### config.mk
export PLATFORM = sky130hd
export DESIGN_NAME = sorted_tuple_merge_unit
export DESIGN_NICKNAME = d
export VERILOG_FILES = /design/src/hw/rtl/stm_pkg.sv /design/src/hw/rtl/stm_queue.sv /design/src/hw/rtl/stm_front.sv /design/src/hw/rtl/stm_back.sv /design/src/hw/rtl/sorted_tuple_merge_unit.sv
export SDC_FILE = /design/constraint.sdc
export NUM_CORES = 1
export LEC_CHECK = 0
export CAP_MARGIN = 40
export CORE_MARGIN = 5
export CORE_UTILIZATION = 47
export CTS_CLUSTER_SIZE = 25
export DETAILED_ROUTE_END_ITERATION = 12
export DONT_BUFFER_PORTS = 1
export GPL_TIMING_DRIVEN = 0
export SETUP_SLACK_MARGIN = 0.05
export SLEW_MARGIN = 20
export SYNTH_ARGS = -nofsm -noshare
export SYNTH_HDL_FRONTEND = slang
export SYNTH_SLANG_ARGS = --single-unit
### constraint.sdc
create_clock -name clock -period 7 [get_ports clock]
set_input_delay 1.4 -clock clock [delete_from_list [all_inputs] [get_ports clock]]
set_output_delay 1.4 -clock clock [all_outputs]
set_load 0.03 [all_outputs]
### src/hw/rtl/stm_pkg.sv
`default_nettype none
// ---------------------------------------------------------------------------
// stm_pkg
// Types and constants shared by the sorted tuple merge unit.
// ---------------------------------------------------------------------------
package stm_pkg;

   localparam int KEY_BITS     = 32;
   localparam int PAYLOAD_BITS = 32;

   localparam int QUEUE_DEPTH    = 2;
   localparam int QUEUE_PTR_BITS = (QUEUE_DEPTH > 1) ? $clog2(QUEUE_DEPTH) : 1;
   localparam int QUEUE_CNT_BITS = $clog2(QUEUE_DEPTH + 1);

   // input kinds
   localparam logic [1:0] KIND_A_ELEM = 2'd0;
   localparam logic [1:0] KIND_B_ELEM = 2'd1;
   localparam logic [1:0] KIND_A_END  = 2'd2;
   localparam logic [1:0] KIND_B_END  = 2'd3;

   // list request codes
   localparam logic [1:0] WANT_A    = 2'd0;
   localparam logic [1:0] WANT_B    = 2'd1;
   localparam logic [1:0] WANT_NONE = 2'd2;

   typedef struct packed {
      logic [1:0]                     kind;
      logic signed [KEY_BITS-1:0]     key;
      logic [PAYLOAD_BITS-1:0]        payload;
   } req_type;

   typedef struct packed {
      logic                           out_valid;
      logic signed [KEY_BITS-1:0]     out_key;
      logic [PAYLOAD_BITS-1:0]        out_payload;
      logic                           from_list_b;
      logic [1:0]                     want_next;
      logic                           done_res;
      logic                           error;
   } rsp_type;

   // classified item as held in the queue
   typedef struct packed {
      logic                           is_b;
      logic                           is_end;
      logic signed [KEY_BITS-1:0]     key;
      logic [PAYLOAD_BITS-1:0]        payload;
   } item_type;

   // front -> queue push
   typedef struct packed {
      logic     push;
      item_type item;
   } push_type;

   // queue -> back head of queue
   typedef struct packed {
      logic     avail;
      item_type item;
   } head_type;

endpackage
`default_nettype wire

### src/hw/rtl/stm_queue.sv
`default_nettype none
// ---------------------------------------------------------------------------
// stm_queue
// Short FIFO of classified items between the front and back parts.
// ---------------------------------------------------------------------------
module stm_queue (
   input  wire logic               clock,
   input  wire logic               reset,
   input  wire stm_pkg::push_type  wr,
   output logic                    full,
   input  wire logic               pop,
   output stm_pkg::head_type       rd
);

   stm_pkg::item_type entry_ff [stm_pkg::QUEUE_DEPTH];

   logic [stm_pkg::QUEUE_PTR_BITS-1:0] wr_ptr_ff, wr_ptr_in;
   logic [stm_pkg::QUEUE_PTR_BITS-1:0] rd_ptr_ff, rd_ptr_in;
   logic [stm_pkg::QUEUE_CNT_BITS-1:0] count_ff, count_in;
   logic                               do_wr, do_rd;

   localparam logic [stm_pkg::QUEUE_PTR_BITS-1:0] LAST_PTR =
      stm_pkg::QUEUE_PTR_BITS'(stm_pkg::QUEUE_DEPTH - 1);
   localparam logic [stm_pkg::QUEUE_CNT_BITS-1:0] FULL_CNT =
      stm_pkg::QUEUE_CNT_BITS'(stm_pkg::QUEUE_DEPTH);

   assign full     = (count_ff == FULL_CNT);
   assign rd.avail = (count_ff != '0);
   assign rd.item  = entry_ff[rd_ptr_ff];

   assign do_wr = wr.push && !full;
   assign do_rd = pop && rd.avail;

   always_comb begin
      wr_ptr_in = wr_ptr_ff;
      rd_ptr_in = rd_ptr_ff;
      count_in  = count_ff;
      if (do_wr) begin
         wr_ptr_in = (wr_ptr_ff == LAST_PTR) ? '0 : wr_ptr_ff + 1'b1;
      end
      if (do_rd) begin
         rd_ptr_in = (rd_ptr_ff == LAST_PTR) ? '0 : rd_ptr_ff + 1'b1;
      end
      if (do_wr && !do_rd) begin
         count_in = count_ff + 1'b1;
      end else if (do_rd && !do_wr) begin
         count_in = count_ff - 1'b1;
      end
   end

   always_ff @(posedge clock) begin
      if (reset) begin
         wr_ptr_ff <= '0;
         rd_ptr_ff <= '0;
         count_ff  <= '0;
      end else begin
         wr_ptr_ff <= wr_ptr_in;
         rd_ptr_ff <= rd_ptr_in;
         count_ff  <= count_in;
      end
   end

   always_ff @(posedge clock) begin
      if (do_wr) begin
         entry_ff[wr_ptr_ff] <= wr.item;
      end
   end

endmodule
`default_nettype wire

### src/hw/rtl/stm_front.sv
`default_nettype none
// ---------------------------------------------------------------------------
// stm_front
// Accepts request beats, splits the kind into list and end flags and
// pushes the classified item into the queue.
// ---------------------------------------------------------------------------
module stm_front (
   input  wire logic              req_valid,
   output logic                   req_stall,
   input  wire stm_pkg::req_type  req_data,
   input  wire logic              queue_full,
   output stm_pkg::push_type      wr
);

   always_comb begin
      wr.push         = req_valid && !queue_full;
      wr.item.key     = req_data.key;
      wr.item.payload = req_data.payload;
      case (req_data.kind)
         stm_pkg::KIND_A_ELEM: begin
            wr.item.is_b   = 1'b0;
            wr.item.is_end = 1'b0;
         end
         stm_pkg::KIND_B_ELEM: begin
            wr.item.is_b   = 1'b1;
            wr.item.is_end = 1'b0;
         end
         stm_pkg::KIND_A_END: begin
            wr.item.is_b   = 1'b0;
            wr.item.is_end = 1'b1;
         end
         stm_pkg::KIND_B_END: begin
            wr.item.is_b   = 1'b1;
            wr.item.is_end = 1'b1;
         end
         default: begin
            wr.item.is_b   = 1'b0;
            wr.item.is_end = 1'b0;
         end
      endcase
   end

   assign req_stall = queue_full;

endmodule
`default_nettype wire

### src/hw/rtl/stm_back.sv
`default_nettype none
// ---------------------------------------------------------------------------
// stm_back
// Merge core: holds both list heads, compares them, picks the tuple to
// emit and registers one response beat per queued item.
// ---------------------------------------------------------------------------
module stm_back (
   input  wire logic               clock,
   input  wire logic               reset,
   input  wire stm_pkg::head_type  rd,
   output logic                    pop,
   output logic                    rsp_valid,
   input  wire logic               rsp_stall,
   output stm_pkg::rsp_type        rsp_data
);

   logic signed [stm_pkg::KEY_BITS-1:0] a_key_ff, a_key_in, b_key_ff, b_key_in;
   logic [stm_pkg::PAYLOAD_BITS-1:0]    a_pay_ff, a_pay_in, b_pay_ff, b_pay_in;
   logic a_full_ff, a_full_in, b_full_ff, b_full_in;
   logic a_fin_ff, a_fin_in, b_fin_ff, b_fin_in;

   logic             rsp_valid_ff, rsp_valid_in;
   stm_pkg::rsp_type rsp_ff, rsp_in;

   logic [1:0] want_now, want_after;
   logic       na_full, nb_full, na_fin, nb_fin;
   logic       take_a, take_b;

   assign pop = rd.avail && (!rsp_valid_ff || !rsp_stall);

   always_comb begin
      if (!a_full_ff && !a_fin_ff) begin
         want_now = stm_pkg::WANT_A;
      end else if (!b_full_ff && !b_fin_ff) begin
         want_now = stm_pkg::WANT_B;
      end else begin
         want_now = stm_pkg::WANT_NONE;
      end
   end

   always_comb begin
      a_key_in = a_key_ff;
      a_pay_in = a_pay_ff;
      b_key_in = b_key_ff;
      b_pay_in = b_pay_ff;
      na_full  = a_full_ff;
      nb_full  = b_full_ff;
      na_fin   = a_fin_ff;
      nb_fin   = b_fin_ff;

      if (!rd.item.is_end && !rd.item.is_b) begin
         a_key_in = rd.item.key;
         a_pay_in = rd.item.payload;
         na_full  = 1'b1;
      end
      if (!rd.item.is_end && rd.item.is_b) begin
         b_key_in = rd.item.key;
         b_pay_in = rd.item.payload;
         nb_full  = 1'b1;
      end
      if (rd.item.is_end && !rd.item.is_b) begin
         na_fin = 1'b1;
      end
      if (rd.item.is_end && rd.item.is_b) begin
         nb_fin = 1'b1;
      end

      // equal keys favor B
      take_a = 1'b0;
      take_b = 1'b0;
      if (na_full && nb_full) begin
         take_a = (a_key_in < b_key_in);
         take_b = !(a_key_in < b_key_in);
      end else if (na_full && nb_fin) begin
         take_a = 1'b1;
      end else if (nb_full && na_fin) begin
         take_b = 1'b1;
      end

      a_full_in = na_full && !take_a;
      b_full_in = nb_full && !take_b;

      if (!a_full_in && !na_fin) begin
         want_after = stm_pkg::WANT_A;
      end else if (!b_full_in && !nb_fin) begin
         want_after = stm_pkg::WANT_B;
      end else begin
         want_after = stm_pkg::WANT_NONE;
      end

      a_fin_in = na_fin;
      b_fin_in = nb_fin;
      if (want_after == stm_pkg::WANT_NONE) begin
         a_full_in = 1'b0;
         b_full_in = 1'b0;
         a_fin_in  = 1'b0;
         b_fin_in  = 1'b0;
      end
   end

   always_comb begin
      rsp_in = '0;
      if (want_now != {1'b0, rd.item.is_b}) begin
         rsp_in.want_next = want_now;
         rsp_in.error     = 1'b1;
      end else begin
         rsp_in.out_valid   = take_a || take_b;
         rsp_in.from_list_b = take_b;
         if (take_a) begin
            rsp_in.out_key     = a_key_in;
            rsp_in.out_payload = a_pay_in;
         end else if (take_b) begin
            rsp_in.out_key     = b_key_in;
            rsp_in.out_payload = b_pay_in;
         end
         rsp_in.want_next = want_after;
         rsp_in.done_res  = (want_after == stm_pkg::WANT_NONE);
      end
   end

   assign rsp_valid_in = pop || (rsp_valid_ff && rsp_stall);

   always_ff @(posedge clock) begin
      if (reset) begin
         a_full_ff    <= 1'b0;
         b_full_ff    <= 1'b0;
         a_fin_ff     <= 1'b0;
         b_fin_ff     <= 1'b0;
         rsp_valid_ff <= 1'b0;
      end else begin
         rsp_valid_ff <= rsp_valid_in;
         if (pop && !rsp_in.error) begin
            a_full_ff <= a_full_in;
            b_full_ff <= b_full_in;
            a_fin_ff  <= a_fin_in;
            b_fin_ff  <= b_fin_in;
         end
      end
   end

   always_ff @(posedge clock) begin
      if (pop) begin
         rsp_ff <= rsp_in;
         if (!rsp_in.error) begin
            a_key_ff <= a_key_in;
            a_pay_ff <= a_pay_in;
            b_key_ff <= b_key_in;
            b_pay_ff <= b_pay_in;
         end
      end
   end

   assign rsp_valid = rsp_valid_ff;
   assign rsp_data  = rsp_ff;

endmodule
`default_nettype wire

### src/hw/rtl/sorted_tuple_merge_unit.sv
`default_nettype none
// ---------------------------------------------------------------------------
// sorted_tuple_merge_unit
// Two-way merge of two ascending tuple lists with one head per list.
// Path: an accepted request beat goes through a queue slot, then the
// response register. Throughput: one beat per cycle when rsp_stall is low,
// set by the single head compare in stm_back.
// Reset: synchronous; clears queue pointers, head flags and response valid.
// ---------------------------------------------------------------------------
module sorted_tuple_merge_unit (
   input  wire logic              clock,
   input  wire logic              reset,
   input  wire logic              req_valid,
   output logic                   req_stall,
   input  wire stm_pkg::req_type  req_data,
   output logic                   rsp_valid,
   input  wire logic              rsp_stall,
   output stm_pkg::rsp_type       rsp_data
);

   stm_pkg::push_type wr;
   stm_pkg::head_type rd;
   logic              queue_full;
   logic              pop;

   stm_front u_front (
      .req_valid  (req_valid),
      .req_stall  (req_stall),
      .req_data   (req_data),
      .queue_full (queue_full),
      .wr         (wr)
   );

   stm_queue u_queue (
      .clock (clock),
      .reset (reset),
      .wr    (wr),
      .full  (queue_full),
      .pop   (pop),
      .rd    (rd)
   );

   stm_back u_back (
      .clock     (clock),
      .reset     (reset),
      .rd        (rd),
      .pop       (pop),
      .rsp_valid (rsp_valid),
      .rsp_stall (rsp_stall),
      .rsp_data  (rsp_data)
   );

endmodule
`default_nettype wire

; ---- Word level (Yosys, flattened, before mapping)
; Memory sizes are Yosys's and may differ from the RTL's. A register that Yosys moved wholly into a read port is not among the register bits.
; Cells that the tools add are included.
[word_totals]
reg_bits = 207
ramBits = 132
out_inout_bits = 72
elab_cells = 113
memories = 1
[op_classes]
add_sub_neg = 4
n_lt_le_gt_ge = 1
eq_ne = 6
n_mux = 34
n_bitwise = 1
reduce_logical = 47
[mem_list]
columns = name, words, word_bits, rd, rd_clocked_by_memory_dff, wr, line
row1 = u_queue.entry_ff, 2, 66, 1, 1, 1, stm_queue.sv:15  ; stm_pkg::item_type entry_ff [stm_pkg::QUEUE_DEPTH];
[ops]
columns = cell, count
row1 = 2-to-1 mux 32 bit, 4
row2 = 2-to-1 mux 64 bit, 2
row3 = less-than comparator 32 bit, 1
row4 = logical AND 1 bit, 21
row5 = 2-to-1 mux 1 bit, 20
row6 = logical NOT 1 bit, 19
row7 = 2-to-1 mux 2 bit, 7
row8 = "== test 2 bit, second input constant", 4
row9 = one-hot mux 2 bit (4 select lines), 1
row10 = nonzero test 2 bit, 2
row11 = logical OR 1 bit, 3
row12 = "adder 1 bit, second input constant", 2
row13 = "adder 2 x 1 -> 2 bit, second input constant", 1
row14 = "== test 2 x 1 -> 1 bit, second input constant", 1
row15 = logical NOT 2 bit, 1
row16 = inequality test 2 x 1 -> 1 bit, 1
row17 = AND reduction 2 bit, 1
row18 = "subtractor 2 x 1 -> 2 bit, second input constant", 1
row19 = inverter 1 bit, 1

; ---- Longest topological paths before layout
; Gate-level depths: netlist of the first run.
[logic_depth]
depth_word = 15
mapped_depth = 16
mapped_depth_nobuf = 12

; ---- Cells and area by module
; Synthesis of the first run repeated with hierarchy kept, for this count alone.
[unflattened]
hier_cells = 1152
area_unflattened_um2 = 15655.0
[by_module_without_submodules]
columns = module, n_inst, cells_each, area_each_um2, seq_area_each_um2
row1 = stm_back, 1, 854, 10156.0, 6045.8
row2 = stm_queue, 1, 230, 4989.8, 4063.9
row3 = stm_front, 1, 68, 509.2, 0.0

; ---- Worst setup path before layout of the first run
; No wires, ideal clock.
[synth_path]
path_type = input port to flip-flop
startpoint = in rsp_stall
endpoint = reg u_back.b_full_ff
setup_ns = 0.113
arrival_ns = 6.400
required_ns = 6.887
path_slack_ns = 0.487
path_stages = 7
cell_sequence = nand2_1 -> o21ai_0 -> inv_1 -> nand2_1 -> inv_1 -> a21oi_1 -> a211oi_1
[synth_via]
elab_chain_len = 4
[synth_rtl]
columns = item, line
row1 = "start, declared", sorted_tuple_merge_unit.sv:17  ; input wire logic rsp_stall,
row2 = logical NOT 1 bit, stm_back.sv:29  ; assign pop = rd.avail && (!rsp_valid_ff || !rsp_stall);
row3 = logical OR 1 bit, stm_back.sv:29
row4 = logical AND 1 bit, stm_back.sv:29
row5 = via pop, sorted_tuple_merge_unit.sv:24  ; logic pop;
row6 = logical AND 1 bit, stm_back.sv:132  ; if (pop && !rsp_in.error) begin
row7 = "end signal, assigned", stm_back.sv:134  ; b_full_ff <= b_full_in;
row8 = "end, declared", stm_back.sv:19  ; logic a_full_ff, a_full_in, b_full_ff, b_full_in;
; The timed path passes the listed nets, and every way through them passes these cells.
; A chain may end at the register's enable or synchronous reset.

==> results_dict.tcl, run 1 <==
set metrics [dict create \
    drt-pass1-iter-count 5 \
    final_cell_mix "edfxtp_1 (330), mux2_2 (127), nor2_1 (113)" \
    finClkSkew_ns 0.00949 \
    vdd_drop_max_v 0.000441 \
    synth_mux_area_frac 0.121 \
    ys_ff_latch 340 \
    crit_type "reg -> reg" \
    gp_congestion 0.834 \
    drc 0 \
    start_kind "flip-flop" \
    fin_nets 1163 \
    hold_path_depth 2 \
    vias 8260 \
    reg2reg_slack_ns 1.39 \
    dieHeight_um 186 \
    synthXorXnorAreaFrac 0.00240 \
    cp.required_ns 7.32 \
    synthCells 1011 \
    crit_path_top_delay_cell "clkbuf_1" \
    p_leak_nw 5.75 \
    synth_edf_count 330 \
    cts_root_buf "clkbuf_16" \
    routed_via_density 5.55 \
    grt_antenna_before_repair 2 \
    cp-end-kind "flip-flop" \
    tritoncts "built" \
    hold_end "u_back.b_fin_ff$_SDFFE_PP0P_" \
    synth_fa_ha_area_frac 0.0275 \
    avgSynthCellArea_um2 14.4 \
    period_minus_slack_ns 5.61 \
    routed_wl_um 31500 \
    ant_nets 0 \
    rsz0062_at_grt "false" \
    dpl_cell_area_mm2 0.0153 \
    register_area_mm2 0.0101 \
    powerDensity_mw_per_mm2 503 \
    initial_core_util 0.477 \
    synth_top_family_by_area "multiplexers" \
    grt_pass1_wl_um 48800 \
    maxCapViolations 0 \
    min_from "u_back.b_fin_ff$_SDFFE_PP0P_" \
    synth_cell_types 52 \
    core_area_mm2 0.0306 \
    clkTransAtPathRegs_ns 0.06 \
    cts.sinks 340 \
    hold_violations 0 \
    grt_start_max_net_pins 68 \
    r2r-end "u_back.rsp_data[61]$_SDFFCE_PN0P_" \
    synth_compound_area_frac 0.0546 \
    hold_class "reg -> reg" \
    status "finished, final reports clean" \
    wl_per_cell_um 21.2 \
    cts_max_path_buffers 3 \
    clkLatencyLatePin_ns 0.52 \
    tightest_slew_ns 0.806 \
    ios 142 \
    cts-htree-levels 2 \
    synthArstFlopShare 0 \
    drv_slew 0 \
    cts_resized 0 \
    grt_pass1_vias 8668 \
    hold_ws_ns 0.496 \
    drive_gt1_frac 0.203 \
    fin_ws_ns 1.39 \
    synth-main-ff-cell "edfxtp_1" \
    setup_viol 0 \
    synth_top_area_frac 0.679 \
    synth_fp_nets 1113 \
    critPathArrivalTime_ns 5.93 \
    slowest_delay_ns 0.65 \
    numPortBuffers 0 \
    grt_overflow 0 \
    syn_to_final_growth_pct 13.3 \
    timing.setup.tns_ns 0 \
    relSlewSlack 0.463 \
    first_iter_violations 613 \
    synthTopCellsByArea "edfxtp_1 (68%), mux2_2 (9.8%), nor2_1 (2.9%), ha_1 (2.7%), mux2i_1 (2.3%)" \
    syn_area_mm2 0.0146 \
    cts_buffers 39 \
    grt_use_total 0.182 \
    antenna_cells 0 \
    postCtsSetupBuffers 0 \
    synthSimpleGateAreaFrac 0.0745 \
    seq_area_frac_synth 0.693 \
    fmax_mhz 178 \
    die_area_mm2 0.0347 \
    ctsHoldBuffers 0 \
    dp_hpwl_um 20700 \
    synth_top_area_cell "edfxtp_1" \
    multi_input_area_mm2 0.00409 \
    final_common_cell "edfxtp_1" \
    path_cells "buf_4, clkbuf_1, clkbuf_1, mux2_2, mux2_2, ha_1, nand4_1, nor4_2, nand3_1, o221ai_1, nor2_2, o21ai_4, nand2_1, buf_2, o22ai_1" \
    stdcell_area_mm2 0.0165 \
    ff2ff_path_depth 15 \
    period_share 0.801 \
    pre_cts_ws_ns 1.40 \
    nFillCells 2535 \
    rows 64 \
    path_max_fanout 10 \
    yosys_warnings 0 \
    die_x_um 186 \
]
## flip-flops by register name, indices dropped and copies added (netlist names), 2 cells and up, named ones only
| register | count |
|---|---|
| u_back.a_pay_ff | 32 |
| u_back.a_key_ff | 32 |
| u_back.b_pay_ff | 32 |
| u_back.b_key_ff | 32 |
| u_back.rsp_data | 70 |
| u_queue.count_ff | 2 |
| u_queue.entry_ff | 132 |
## cell usage after synthesis, types with 10 or more instances
cell type and n:
nand2_1 79, o22ai_1 32, inv_1 43, clkbuf_1 30, o21ai_1 19, mux2i_1 33, dfxtp_1 10, mux2_2 127
a21oi_1 19, nand3_1 36, nor2_1 114, buf_2 12, ha_1 32, o21ai_0 23, edfxtp_1 330
## through the flow
| step | total power, mW | std cells | util |
|---|---|---|---|
| 3_5_place_dp | 6.40 | 1414 | 0.499 |
| 5_1_grt | 8.80 | 1487 | 0.540 |
| 6_report | 8.30 | 1487 | 0.540 |
| 4_1_cts | 8.38 | 1485 | 0.539 |
| 2_1_floorplan | 5.58 | 1011 | - |
| 3_3_place_gp | 6.36 | 1407 | 0.493 |
## worst max path at each step
stage,startpoint,to,slack [ns],cells past startpoint
final,flip-flop,u_back.rsp_data[61]$_SDFFCE_PN0P_,1.39,15
after global routing,flip-flop,u_back.rsp_data[68]$_SDFFCE_PN0P_,1.12,15
after CTS,flip-flop,u_back.rsp_data[40]$_SDFFCE_PN0P_,1.36,15
after detailed placement,flip-flop,u_back.rsp_data[40]$_SDFFCE_PN0P_,1.40,15
after global placement,rsp_stall,u_back.b_full_ff$_SDFFE_PP0P_,-2.07,7
after floorplan,rsp_stall,u_back.b_full_ff$_SDFFE_PP0P_,0.49,7
## kinds of logic (layout without fill, tap and decap cells)
kind of cell             after synthesis  after routing
AO/OA/AOI/OAI                        125            125
XOR/XNOR                               4              4
adder cells (fa/ha/maj)               32             32
buffers and inverters                 94            174
flip-flops                           340            340
multiplexers                         160            160
AND/OR/NAND/NOR                      256            256
## area by class of cell
class	count	area share
sequential	340	0.612
clock inverter	23	0.0111
tap	396	0.0300
multi-input combinational	577	0.248
clock buffer	48	0.0637
timing repair buffer	9	0.0111
inverter	43	0.0104
buffer	51	0.0142
## worst max-delay path, delay by kind of cell, from the launching register on
kind	cells	cell delay (ns)
buffers and inverters	4	1.72
and+or+nand+nor	5	1.31
AOI/OAI and AO/OA	3	0.90
muxes	2	0.72
adders and majority gates	1	0.39
DFF	1	0.36
## power breakdown
group          internal [mW]  switching (mW)
logic                  0.940            1.71
clock network           1.18           0.777
registers               3.14           0.560
## metal layers
layer | global-route usage | share of wire | vias up
li1 | - | - | 3891
met1 | 0.247 | 0.44 | 4088
met2 | 0.291 | 0.46 | 212
met3 | 0.0515 | 0.071 | 65
met4 | 0.0504 | 0.022 | 4
met5 | 0 | 0.00076 | -
Note: power is estimated with default switching activity, not from simulation.
==> inputs of run 2 (changes only) <==
--- a/config.mk
+++ b/config.mk
@@ -5,6 +5,7 @@
 export SDC_FILE = /design/constraint.sdc
 export NUM_CORES = 1
 export LEC_CHECK = 0
+export ABC_AREA = 1
 export CAP_MARGIN = 40
 export CORE_MARGIN = 5
 export CORE_UTILIZATION = 47
==> constraint.sdc (replaced) <==
create_clock -name clock -period 4.7 [get_ports clock]
set_input_delay 0.94 -clock clock [delete_from_list [all_inputs] [get_ports clock]]
set_output_delay 0.94 -clock clock [all_outputs]
set_load 0.03 [all_outputs]
==> run 2 against run 1 <==
Against the previous run:
- via count grew 14%
- critical path depth is 9 higher
- synthesized area down 1.3%
- maximum frequency increased by 25%
- setup slack lost 1.2 ns
- flip-flop and latch count is the same
- largest power group unchanged
- largest cell class unchanged
- design area up 0.42%
- sequential power grew 60%
- total power is 65% higher
==> results_dict.tcl, run 2 <==
set metrics [dict create \
    status "finished, final reports clean" \
    synth_edf_count 330 \
    vdd_drop_max_v 0.000613 \
    first_iter_violations 975 \
    drc 0 \
    period_minus_slack_ns 4.47 \
    die_area_mm2 0.0342 \
    slowest_delay_ns 0.41 \
    critPathArrivalTime_ns 4.77 \
    tightest_slew_ns 0.732 \
    synth_cell_types 30 \
    grt_pass1_vias 9501 \
    routed_via_density 5.45 \
    synth_common_cells "nand2_1 (345), edfxtp_1 (330), nor2_1 (112), a31oi_1 (98), a21oi_1 (86)" \
    cts_max_path_buffers 3 \
    cts_buffers 38 \
    p_leak_nw 6.06 \
    ys_ff_latch 340 \
    rsz0062_at_grt "false" \
    total_power_mw 13.7 \
    yosys_warnings 0 \
    clkLatencyLatePin_ns 0.52 \
    initial_core_util 0.473 \
    vias 9402 \
    min_from "u_queue.rd_ptr_ff$_SDFFE_PP0P_" \
    path_cells "inv_2, nand2_1, nand2_2, nand2_4, clkinvlp_4, clkbuf_4, buf_4, nand2_1, o21ai_0, inv_1, ha_1, nand3_1, a31oi_1, a2111oi_0, nand2_1, nand2_1, nand3_1, nand2_1, nand2_2, nand2_1, buf_4, buf_4, nand2_1, a21oi_1" \
    layout.cells.non_filler 1725 \
    tritoncts "built" \
    grt_overflow 0 \
    final_cell_mix "nand2_1 (345), edfxtp_1 (330), nor2_1 (109)" \
    seq_area_frac_synth 0.702 \
    largest_register "u_queue.entry_ff" \
    dp_hpwl_um 23300 \
    gp_congestion 0.777 \
    avgSynthCellArea_um2 11.6 \
    powerDensity_mw_per_mm2 827 \
    relSlewSlack 0.507 \
    dieHeight_um 185 \
    start_kind "flip-flop" \
    syn_to_final_growth_pct 15.3 \
    timing.setup.tns_ns 0 \
    hold_ws_ns 0.466 \
    synthCells 1246 \
    synthTopCellsByArea "edfxtp_1 (69%), nand2_1 (9.0%), a31oi_1 (4.3%), a21oi_1 (3.0%), nor2_1 (2.9%)" \
    antenna_cells 0 \
    finClkSkew_ns 0.0153 \
    syn_area_mm2 0.0144 \
    maxCapViolations 0 \
    drive_gt1_frac 0.108 \
    numPortBuffers 0 \
    cts-htree-levels 2 \
    crit_buf_inv 7 \
    ios 142 \
    grt_start_max_net_pins 46 \
    cp.required_ns 5.00 \
    cp-end-kind "flip-flop" \
    critPathTopFamily "simple AND/OR/NAND/NOR gates" \
    cts_root_buf "clkbuf_16" \
    fin_nets 1403 \
    cts.sinks 340 \
    path_max_fanout 10 \
    synthArstFlopShare 0 \
    synth_top_area_frac 0.688 \
    crit_type "reg -> reg" \
    ctsHoldBuffers 0 \
    yosysMostFrequentCell "nand2_1" \
    setup_viol 0 \
    ant_nets 0 \
    drt-pass1-iter-count 5 \
    hold_violations 0 \
    drv_slew 0 \
    largest_reg_flops 132 \
    hold_class "reg -> reg" \
    path_common_cell "nand2_1" \
    period_share 0.952 \
    grt_use_total 0.205 \
    wl_per_cell_um 20.5 \
    clkTransAtPathRegs_ns 0.06 \
    crit_path_top_delay_cell "dfxtp_1" \
    nFillCells 2568 \
    grt_antenna_before_repair 0 \
    synth_top_area_cell "edfxtp_1" \
    die_x_um 185 \
    rows 64 \
    core_area_mm2 0.0304 \
    grt_pass1_wl_um 54400 \
    synth_fp_nets 1348 \
    final_util 0.545 \
    routed_wl_um 35300 \
    placed_cells 1657 \
    fmax_mhz 223 \
    final_common_cell "nand2_1" \
    synth-main-ff-cell "edfxtp_1" \
]
## run 2: final cells by class
class	instances	area (um^2)	area share
flip-flops and latches	340	10100	0.609
multi-input cells	774	3780	0.228
clock buffers	49	1060	0.0636
well taps	396	495	0.0299
repair buffers	16	405	0.0244
plain buffers	61	310	0.0187
inverters	70	274	0.0165
clock inverters	19	164	0.00988
## run 2: worst paths after layout
| check | endpoint | cells past startpoint | slack [ns] |
|---|---|---|---|
| worst min-delay path | flip-flop | 1 | 0.47 |
| worst min register to register | flip-flop | 1 | 0.47 |
| worst max-delay path | u_back.rsp_data[66]$_SDFFCE_PN0P_ | 24 | 0.23 |
| worst max register to register | u_back.rsp_data[66]$_SDFFCE_PN0P_ | 24 | 0.23 |
## run 2: what timing repair did
item / 4_1_cts / 5_1_grt
setup buffers: 1 / 0
setup endpoints to repair: 73 / 60
hold endpoints to repair: 0 / 0
resized for setup: 17 / 17
## run 2: cell families (layout without fill, tap and decap cells)
family                   count (synthesis)  after routing  synth area share
AO/OA/AOI/OAI                          234            234            0.0909
adder cells (fa/ha/maj)                 32             32            0.0278
buffers and inverters                  132            215            0.0379
flip-flops                             340            340             0.702
AND/OR/NAND/NOR                        508            508             0.141
## run 2: metrics by stage
stage	setup WS [ns]	instance area, um^2
after floorplan	0.347	14400
after global placement	-2.08	14900
after detailed placement	-0.914	15300
after CTS	0.0988	16600
after global routing	0.0591	16600
final	0.226	16600
## run 2: layer usage
metal	part of all wire	wire length, um	up-vias	track usage
met3	0.069	2450	41	0.0460
li1	-	-	4522	-
met1	0.45	15700	4517	0.289
met5	0	0	-	0
met2	0.47	16500	322	0.330
met4	0.019	657	0	0.0484
## run 2: power breakdown
group          internal [mW]  switching [mW]
Sequential              4.96           0.954
Clock                   1.75            1.14
Combinational           1.51            3.41
==> inputs of run 3 (changes only) <==
==> constraint.sdc (replaced) <==
create_clock -name clock -period 4.1 [get_ports clock]
set_input_delay 0.82 -clock clock [delete_from_list [all_inputs] [get_ports clock]]
set_output_delay 0.82 -clock clock [all_outputs]
set_load 0.03 [all_outputs]
==> run 3 against run 2 <==
Against the previous run:
- register-to-register slack better by 0.06 ns
- hold slack got worse by 0.095 ns
- via count increased by 0.77%
- combinational power is 19% higher
- setup slack improved by 0.063 ns
- flip-flop and latch count unchanged
==> results_dict.tcl, run 3 (same netlist as run 2, synthesis figures left out) <==
set metrics [dict create \
    path_cells "inv_2, nand2_1, nand2_4, nand2_8, clkinvlp_4, buf_6, or2_2, o21ai_0, ha_1, nand2_1, inv_1, nand3_1, a31oi_1, a2111oi_2, nand2_1, nand2_2, nand3_1, nand2_2, nand2_2, nand2_1, buf_6, buf_6, nand2_1, a21oi_1" \
    rows 64 \
    largest_reg_flops 132 \
    cts_buffers 38 \
    grt_pass1_wl_um 53900 \
    cts_root_buf "clkbuf_16" \
    relSlewSlack 0.468 \
    dpl_cell_area_mm2 0.0152 \
    grt_antenna_before_repair 0 \
    grt_pass1_vias 9328 \
    ios 142 \
    vdd_drop_max_v 0.000766 \
    hold_ws_ns 0.371 \
    drv_slew 0 \
    hold_violations 0 \
    nFillCells 2622 \
    wl_per_cell_um 20.5 \
    powerDensity_mw_per_mm2 947 \
    tritoncts "built" \
    fmax_mhz 262 \
    first_iter_violations 672 \
    period_minus_slack_ns 3.81 \
    antenna_cells 0 \
    tightest_slew_ns 0.795 \
    hold_class "in -> reg" \
    crit_type "reg -> reg" \
    initial_core_util 0.473 \
    vias 9474 \
    drt-pass1-iter-count 5 \
    maxCapViolations 0 \
    ctsHoldBuffers 0 \
    die_area_mm2 0.0342 \
    clkLatencyLatePin_ns 0.51 \
    rsz0062_at_grt "false" \
    grt_start_max_net_pins 41 \
    finClkSkew_ns 0.0214 \
    drive_gt1_frac 0.135 \
    fin_nets 1406 \
    p_leak_nw 6.08 \
    grt_use_total 0.204 \
    dp_hpwl_um 22900 \
    routed_wl_um 35400 \
    cts_max_path_buffers 3 \
    start_kind "flip-flop" \
    gp_congestion 0.785 \
    cp-end-kind "flip-flop" \
    final_util 0.551 \
    syn_to_final_growth_pct 16.4 \
    total_power_mw 15.9 \
    clkTransAtPathRegs_ns 0.06 \
    min_from "reset" \
    largest_register "u_queue.entry_ff" \
    crit_path_top_delay_cell "dfxtp_2" \
    critPathArrivalTime_ns 4.14 \
    ant_nets 0 \
    dieHeight_um 185 \
    path_max_fanout 10 \
    path_common_cell "nand2_1" \
    numPortBuffers 0 \
    status "finished, final reports clean" \
    final_cell_mix "nand2_1 (342), edfxtp_1 (330), nor2_1 (109)" \
    final_common_cell "nand2_1" \
    setup_viol 0 \
    slowest_delay_ns 0.37 \
    cp.required_ns 4.43 \
    die_x_um 185 \
    period_share 0.930 \
    routed_via_density 5.49 \
    core_area_mm2 0.0304 \
    grt_overflow 0 \
    cts-htree-levels 2 \
    drc 0 \
    cts.sinks 340 \
    stdcell_area_mm2 0.0168 \
]
-- run 3: changes by cell type in the layout (fill, tap and decap cells not counted), moves of 3 or more --
cell	previous run	this run
nand2_1	345	342
clkbuf_1	35	31
a21oi_1	86	68
buf_6	0	9
clkbuf_2	7	1
a21oi_2	0	18
buf_16	13	6
buf_12	2	7
-- run 3: metal layers --
| layer | part of all wire | track usage | vias up | wire length [um] |
|---|---|---|---|---|
| met5 | 0 | 0 | - | 0 |
| met4 | 0.024 | 0.0561 | 0 | 864 |
| met3 | 0.074 | 0.0483 | 60 | 2610 |
| met2 | 0.46 | 0.325 | 324 | 16400 |
| met1 | 0.44 | 0.285 | 4558 | 15500 |
| li1 | - | - | 4532 | - |
-- run 3: cell type report --
| type | instances | area [um^2] | area share |
|---|---|---|---|
| Buffer | 61 | 427 | 0.0255 |
| Multi-Input combinational cell | 774 | 3930 | 0.234 |
| Timing Repair Buffer | 18 | 334 | 0.0199 |
| Sequential cell | 340 | 10100 | 0.603 |
| Timing Repair inverter | 1 | 6.26 | 0.000373 |
| Inverter | 70 | 279 | 0.0167 |
| Clock buffer | 44 | 995 | 0.0594 |
| Tap cell | 396 | 495 | 0.0296 |
| Clock inverter | 22 | 181 | 0.0108 |
-- run 3: metrics by stage --
stage / cells / setup WS [ns] / setup TNS [ns]
2_1_floorplan: 1246 / 0.318 / 0
3_3_place_gp: 1642 / -1.53 / -278.05
3_5_place_dp: 1654 / -1.47 / -99.63
4_1_cts: 1720 / 0.0630 / 0
5_1_grt: 1726 / 0.0210 / 0
6_report: 1726 / 0.288 / 0
-- run 3: power breakdown --
part           switching, mW  internal (mW)  leakage [nW]  total (mW)
clock network           1.30           1.92         0.581        3.22
logic                   4.01           1.84          2.30        5.85
registers               1.10           5.69          3.20        6.79
total                   6.41           9.45          6.08        15.9
-- run 3: repair_timing --
item	CTS	global route
setup buffers	1	5
resized for setup	57	46
endpoints found under the hold margin	0	0
gates cloned	0	1
pin swaps	1	7
endpoints found under the setup margin	73	70
-- run 3: worst max-delay path: cells and delay by family, from the launching register on --
kind	cells	cell delay, ns
adders and majority gates	1	0.28
and+or+nand+nor	13	1.43
buffers and inverters	6	0.89
DFF	1	0.37
AOI/OAI and AO/OA	4	0.66
-- run 3: path summary, 6_finish.rpt --
check / end / depth (start not counted) / slack, ns
worst max-delay path: u_back.rsp_data[25]$_SDFFCE_PN0P_ / 24 / 0.29
worst max register to register: u_back.rsp_data[25]$_SDFFCE_PN0P_ / 24 / 0.29
worst min register to register: u_queue.rd_ptr_ff$_SDFFE_PP0P_ / 1 / 0.47
worst min-delay path: u_back.rsp_valid$_SDFF_PP0_ / 1 / 0.37
